$ cat src/design/nnhco_pkg.sv
// Package for the nearest neighbor hit chain orderer.
// Shared widths, codes and the controller/datapath command and status structs.
// No dependencies.
`timescale 1ns / 1ps

package nnhco_pkg;

    localparam int MAX_HITS  = 64;
    localparam int WIRE_BITS = 13;
    localparam int TIME_BITS = 18;
    localparam int IDX_W     = $clog2(MAX_HITS);
    localparam int CNT_W     = $clog2(MAX_HITS + 1);
    localparam int GAP_W     = 16;
    localparam int CFG_W     = 16;
    localparam int CFG_IDX_W = 8;
    localparam int STATUS_W  = 2;

    // signed differences and squared distance (tick^2, one wire step weighted as 16 ticks)
    localparam int DT_W  = TIME_BITS + 1;
    localparam int DW_W  = WIRE_BITS + 1;
    localparam int SQ_W  = ((2 * DT_W > 2 * DW_W + 8) ? 2 * DT_W : 2 * DW_W + 8) + 1;
    localparam int ROOT_W = (SQ_W + 1) / 2;
    localparam int LIM_W = CFG_W + 1;

    localparam int RECENT_N = 6;

    localparam logic [GAP_W-1:0] GAP_MAX      = '1;
    localparam logic [LIM_W-1:0] BRIDGE_EXTRA = LIM_W'(800);

    localparam logic CMD_LOAD  = 1'b0;
    localparam logic CMD_ORDER = 1'b1;

    localparam logic [STATUS_W-1:0] ST_OK       = 2'd0;
    localparam logic [STATUS_W-1:0] ST_NO_START = 2'd1;
    localparam logic [STATUS_W-1:0] ST_RANGE    = 2'd2;

    localparam logic [CFG_IDX_W-1:0] REG_MAX_GAP = 8'd0;
    localparam logic [CFG_IDX_W-1:0] REG_SLOPE   = 8'd1;

    typedef struct packed {
        logic load;
        logic err;
        logic st_rd;
        logic st_lat;
        logic scan_go;
        logic dec_go;
        logic apply;
        logic fin;
        logic out_rd2;
        logic out_lat;
        logic out_wr;
        logic swap;
    } t_cmd;

    typedef struct packed {
        logic is_order;
        logic start_set;
        logic start_oor;
        logic rem_zero;
        logic scan_done;
        logic sqrt_done;
        logic out_last;
    } t_sts;

endpackage

$ cat src/design/nnhco_ctrl.sv
// Controller state machine: sequences load, search steps and result readout.
// Depends on nnhco_pkg for the command and status structs.
`timescale 1ns / 1ps

module nnhco_ctrl (
    input  logic              i_clk,
    input  logic              i_rst_n,
    input  logic              i_s_valid,
    output logic              o_s_ready,
    output logic              o_m_valid,
    input  logic              i_m_ready,
    input  nnhco_pkg::t_sts   i_sts,
    output nnhco_pkg::t_cmd   o_cmd
);

    localparam logic [3:0] S_IDLE  = 4'd0;
    localparam logic [3:0] S_START = 4'd1;
    localparam logic [3:0] S_PICK  = 4'd2;
    localparam logic [3:0] S_SCAN  = 4'd3;
    localparam logic [3:0] S_DEC   = 4'd4;
    localparam logic [3:0] S_APPLY = 4'd5;
    localparam logic [3:0] S_FIN   = 4'd6;
    localparam logic [3:0] S_OUTA  = 4'd7;
    localparam logic [3:0] S_OUTB  = 4'd8;
    localparam logic [3:0] S_OUTC  = 4'd9;
    localparam logic [3:0] S_SEND  = 4'd10;
    localparam logic [3:0] S_ESEND = 4'd11;

    logic [3:0] r_state, n_state;

    always_ff @(posedge i_clk) begin
        if (!i_rst_n) begin
            r_state <= S_IDLE;
        end else begin
            r_state <= n_state;
        end
    end

    always_comb begin
        n_state = r_state;
        o_cmd   = '0;
        case (r_state)
            S_IDLE: begin
                if (i_s_valid) begin
                    if (!i_sts.is_order) begin
                        o_cmd.load = 1'b1;
                    end else if (!i_sts.start_set || i_sts.start_oor) begin
                        o_cmd.err = 1'b1;
                        n_state   = S_ESEND;
                    end else begin
                        o_cmd.st_rd = 1'b1;
                        n_state     = S_START;
                    end
                end
            end
            S_START: begin
                o_cmd.st_lat = 1'b1;
                n_state      = S_PICK;
            end
            S_PICK: begin
                if (i_sts.rem_zero) begin
                    n_state = S_FIN;
                end else begin
                    o_cmd.scan_go = 1'b1;
                    n_state       = S_SCAN;
                end
            end
            S_SCAN: begin
                if (i_sts.scan_done) begin
                    o_cmd.dec_go = 1'b1;
                    n_state      = S_DEC;
                end
            end
            S_DEC: begin
                if (i_sts.sqrt_done) begin
                    n_state = S_APPLY;
                end
            end
            S_APPLY: begin
                o_cmd.apply = 1'b1;
                n_state     = S_PICK;
            end
            S_FIN: begin
                o_cmd.fin = 1'b1;
                n_state   = S_OUTA;
            end
            S_OUTA: begin
                n_state = S_OUTB;
            end
            S_OUTB: begin
                o_cmd.out_rd2 = 1'b1;
                n_state       = S_OUTC;
            end
            S_OUTC: begin
                o_cmd.out_lat = 1'b1;
                n_state       = S_SEND;
            end
            S_SEND: begin
                if (i_m_ready) begin
                    o_cmd.out_wr = 1'b1;
                    if (i_sts.out_last) begin
                        o_cmd.swap = 1'b1;
                        n_state    = S_IDLE;
                    end else begin
                        n_state = S_OUTA;
                    end
                end
            end
            S_ESEND: begin
                if (i_m_ready) begin
                    n_state = S_IDLE;
                end
            end
            default: begin
                n_state = S_IDLE;
            end
        endcase
    end

    assign o_s_ready = (r_state == S_IDLE);
    assign o_m_valid = (r_state == S_SEND) || (r_state == S_ESEND);

endmodule

$ cat config.mk
export PLATFORM = sky130hd
export DESIGN_NAME = nnhco_ctrl
export DESIGN_NICKNAME = d
export VERILOG_FILES = /design/src/design/nnhco_pkg.sv /design/src/design/nnhco_ctrl.sv
export SDC_FILE = /design/constraint.sdc
export NUM_CORES = 1
export LEC_CHECK = 0
export BUFFER_PORTS_ARGS = -buffer_cell sky130_fd_sc_hd__buf_2
export CORE_AREA = 2 2 39 41
export CTS_BUF_LIST = sky130_fd_sc_hd__clkbuf_4
export CTS_CLUSTER_DIAMETER = 150
export DETAILED_ROUTE_END_ITERATION = 12
export DIE_AREA = 0 0 41 43
export PLACE_DENSITY = 0.64
export SLEW_MARGIN = 5
export SYNTH_ARGS = -nofsm -noshare
export SYNTH_HDL_FRONTEND = slang
export SYNTH_SLANG_ARGS = --single-unit
export TNS_END_PERCENT = 50
$ cat constraint.sdc
create_clock -name i_clk -period 2.1 [get_ports i_clk]
set_clock_uncertainty 0.15 [all_clocks]
set_input_delay 0.63 -clock i_clk [delete_from_list [all_inputs] [get_ports i_clk]]
set_output_delay 0.63 -clock i_clk [all_outputs]
set_load 0.01 [all_outputs]
* After elaboration in Yosys (flattened, before gate mapping)
Cells that the tools add are included.
** Word-level totals
- Bits of input ports :: 11
- Output and inout bits :: 14
- Register bits after elaboration :: 4
** Cells by class
- Mux-type cells :: 28
- Reduce and logical (&&, ||, !) cells :: 6
- Equality and inequality tests :: 17
** Operator list (count)
- case mux 4 bit (11 select lines) :: 1
- 2-to-1 mux 4 bit :: 7
- equality test 4 x 3 -> 1 bit, second input constant :: 4
- equality test 4 bit, second input constant :: 4
- 2-to-1 mux 1 bit :: 13
- 2-to-1 mux 3 bit :: 4
- != test 2 bit, second input constant :: 5
- equality test 4 x 2 -> 1 bit, second input constant :: 2
- 2-to-1 mux 2 bit :: 3
- AND reduction 6 bit :: 1
- equality test 4 x 1 -> 1 bit, second input constant :: 1
- zero test 4 bit :: 1
- logical OR 1 bit :: 2
- != test 2 x 1 -> 1 bit, second input constant :: 1
- OR reduction 2 bit :: 1
- zero test 1 bit :: 1

* Longest topological paths before layout
- Word-level depth :: 6
- Depth in mapped cells :: 6
- Depth with buffers taken out :: 5

* Worst setup path before layout
Ideal clock, no wire load.
- Kind :: reg2out
- Start point :: register r_state[2]
- End point :: output o_cmd[0] in the netlist's numbering
- Arrival time :: 1239 ps
- Stages on the path, launching flop included :: 5
- Path slack :: 81 ps
- Required time :: 1320 ps
- Buffers on the path :: 1
- Path through :: dfxtp_1 buf_6 nand3b_4 nor3b_1 and2_1
** RTL lines
- start, declared :: RTL line nnhco_ctrl.sv:29 : logic [3:0] r_state, n_state;
- start signal, assigned :: RTL line nnhco_ctrl.sv:35 : r_state <= n_state;
- end, declared :: RTL line nnhco_ctrl.sv:13 : output nnhco_pkg::t_cmd o_cmd

==> impl_metrics.csv <==
group,metric,value,unit
die,io_pins,25,
timing,setup_slack,-20.1,ps
die,die_w,41,µm
synth,synthArstFlopShare,0,%
route,drt_iter0_drc,13,
final_layout,n_fill_cell,142,
die,row_count,14,
power_and_ir_drop,seq_power_share,18.7,%
worst_setup_path,crit_slowest_cell,"dfxtp_4",
place,dpl_worst_slack,115,ps
timing,rsz0062_at_grt,"true",
route,vias,589,
route,firstDrtPassIters,4,
final_layout,layout_commonest_cell,"buf_2",
worst_setup_path,cp_max_fo,4,
final_layout,nNetsFinal,106,
final_layout,top_regs,"r_state: 4 flops",
power_and_ir_drop,p_leak,0.376,nW
power_and_ir_drop,clock_power_share,9.0,%
global_route,track_usage,17.9,%
global_route,grt_pass1_vias,485,
die,die_area,1760,µm²
worst_setup_path,arrival,1340,ps
clock_network,cts_max_level,1,
clock_network,cts_sinks,4,
power_and_ir_drop,ir_worst_vdd,654,µV
synth,syn-instance-count,64,
die,initial_core_util,36.5,%
clock_network,cts_tree,"yes",
route,viasPerCell,5.40,
final_layout,syn2layout_area_growth,48.5,%
synth,ys_seq_elements,4,
synth,synth_edf_count,0,
clock_network,clockBufferDepth,2,
final_layout,utilization,54.2,%
worst_setup_path,critical_path.reg2reg.endpoint,"r_state[1]",
clock_network,cts_hold_buf,0,
power_and_ir_drop,p_per_area,1380,nW/µm²
synth,ys_types,35,
final_layout,regMostFlops,"r_state",
final_layout,n_antenna_cell,0,
die,core_area,1380,µm²
synth,yosys_warnings,0,
synth,synth.net_count,75,
min_path,min_path_cells,1,
clock_network,clock-root-buffer,"clkbuf_4",
timing,setup_viol,1,
timing,tightest_slew,471,ps
place,hpwl,986,µm
worst_setup_path,cp_data_required_time,1320,ps
status,outcome,"finished with violations",
status,violations,"setup timing",
job,drv_cap,0,
die,die_height,43,µm
synth,syn_area,505,µm²
route,ant_nets,0,
place,port-buffer-count,24,
worst_setup_path,setup.worst_path.start_class,"flip-flop",
final_layout,largest_register_ffs,4,
worst_setup_path,r2r_slack,210,ps
timing,slew_violations,0,
worst_setup_path,slowest_delay,350,ps
timing,whs,462,ps
global_route,grt_overflow,0,
timing,relSlewSlack,68.4,%
power_and_ir_drop,p_comb_share,72.3,%
global_route,grt_pass1_wl,2.13,mm
route,routedWlPerCell,13.2,µm
route,wl,1.44,mm
timing,finalCritPeriodShare,101,%
worst_setup_path,r2r_start,"r_state[2]",
synth,avgSynthCellArea,7.90,µm²
min_path,hold_start,"r_state[1]",
min_path,holdPathEnd,"r_state[1]",
power_and_ir_drop,intPower,0.559,mW
power_and_ir_drop,switching_share,46.1,%
global_route,grt_start_max_net_pins,16,
worst_setup_path,worst-setup-path-type,"reg2out",
clock_network,clk_pin_slew,40,ps
min_path,min_path_type,"reg2reg",
power_and_ir_drop,fin_total_pwr,1.04,mW
timing,fin_tns_setup,-20.1,ps
final_layout,drive_above_1_share,58.1,%
power_and_ir_drop,p_sw,0.478,mW
timing,max_freq,472,MHz
clock_network,insertion_delay,230,ps
synth,synth_top_flop_cell,"dfxtp_1",
worst_setup_path,crit_path_end_kind,"output pin",
synth,synth-seq-area-share,15.8,%
global_route,antenna_found_initial,0,
worst_setup_path,reg2reg_depth,6,
route,route.detailed.drc,0,
final_layout,final_cell_mix,"buf_2 (23), buf_4 (8), nor2_1 (7)",
timing,period_minus_slack,2120,ps
worst_setup_path,critical_path.cell_chain,"nor4_4 -> nand3_2 -> nor3b_2 -> buf_2",
timing,hold_violations,0,
place,gp_congestion,0.695,
clock_network,cts_buffers,3,
layer usage:
| metal | global-route usage (%) | wire [µm] |
|---|---|---|
| met2 | 28.4 | 780 |
| met5 | 0 | 0 |
| met3 | 4.71 | 81 |
| met4 | 6.00 | 0 |
| met1 | 22.3 | 582 |
stage by stage:
| stage | instance area, µm² | cells |
|---|---|---|
| 6_report | 751 | 109 |
| 2_1_floorplan | 505 | 64 |
| 3_5_place_dp | 637 | 103 |
| 5_1_grt | 751 | 109 |
| 4_1_cts | 674 | 107 |
| 3_3_place_gp | 637 | 103 |
layout make-up:
class	instances	area [µm²]	share of cell area (%)
Multi-Input combinational cell	52	424	56.5
Timing Repair Buffer	32	186	24.8
Inverter	2	7.51	1.00
Clock buffer	3	22.5	3.00
Tap cell	16	20.0	2.67
Sequential cell	4	90.1	12.0
worst max-delay path by stage:
stage,to,cells after the start,start
after global placement,o_cmd[0],4,i_m_ready
after floorplan,o_cmd[0],4,r_state[2]
after global routing,o_cmd[9],4,r_state[2]
after detailed placement,o_cmd[9],4,r_state[1]
final,o_cmd[9],4,r_state[2]
after CTS,o_cmd[9],4,r_state[2]
synthesized netlist by cell type (2+ instances only):
| master | instances | area [µm²] |
|---|---|---|
| buf_6 | 3 | 33.8 |
| dfxtp_1 | 4 | 80.1 |
| clkbuf_1 | 2 | 7.51 |
| nand2_1 | 5 | 18.8 |
| o21a_1 | 2 | 15.0 |
| inv_1 | 2 | 7.51 |
| nor2_1 | 8 | 30.0 |
| o21bai_1 | 2 | 15.0 |
| a21boi_1 | 2 | 15.0 |
| nor2b_1 | 2 | 12.5 |
| nor3b_1 | 3 | 22.5 |
| nor4_4 | 2 | 42.5 |
| nor3_1 | 5 | 25.0 |
cells by family (layout without fill, tap and decap cells):
family,Yosys count,after routing,synth area share [%]
AOI/OAI and AO/OA,15,15,23.0
DFF,4,4,15.8
buffers and inverters,8,37,10.6
and+or+nand+nor,37,37,50.5
worst max-delay path: cells and delay by family, from the launching register on:
kind	cells	cell delay, ps
simple gates	3	600
buf+inv	1	150
flops	1	350
power groups by stage:
stage | combinational [mW] | sequential [mW] | clock [mW]
3_3_place_gp | 0.623 | 0.181 | 0
4_1_cts | 0.651 | 0.186 | 0.0993
6_report | 0.750 | 0.194 | 0.0934
5_1_grt | 0.828 | 0.201 | 0.103
3_5_place_dp | 0.630 | 0.186 | 0
2_1_floorplan | 0.526 | 0.133 | 0
timing repair:
action	4_1_cts	5_1_grt
gates resized for setup	5	13
buffers inserted	1	2
setup endpoints to repair	9	8
pin swaps	3	2
Power figures use the tool's default switching activity.
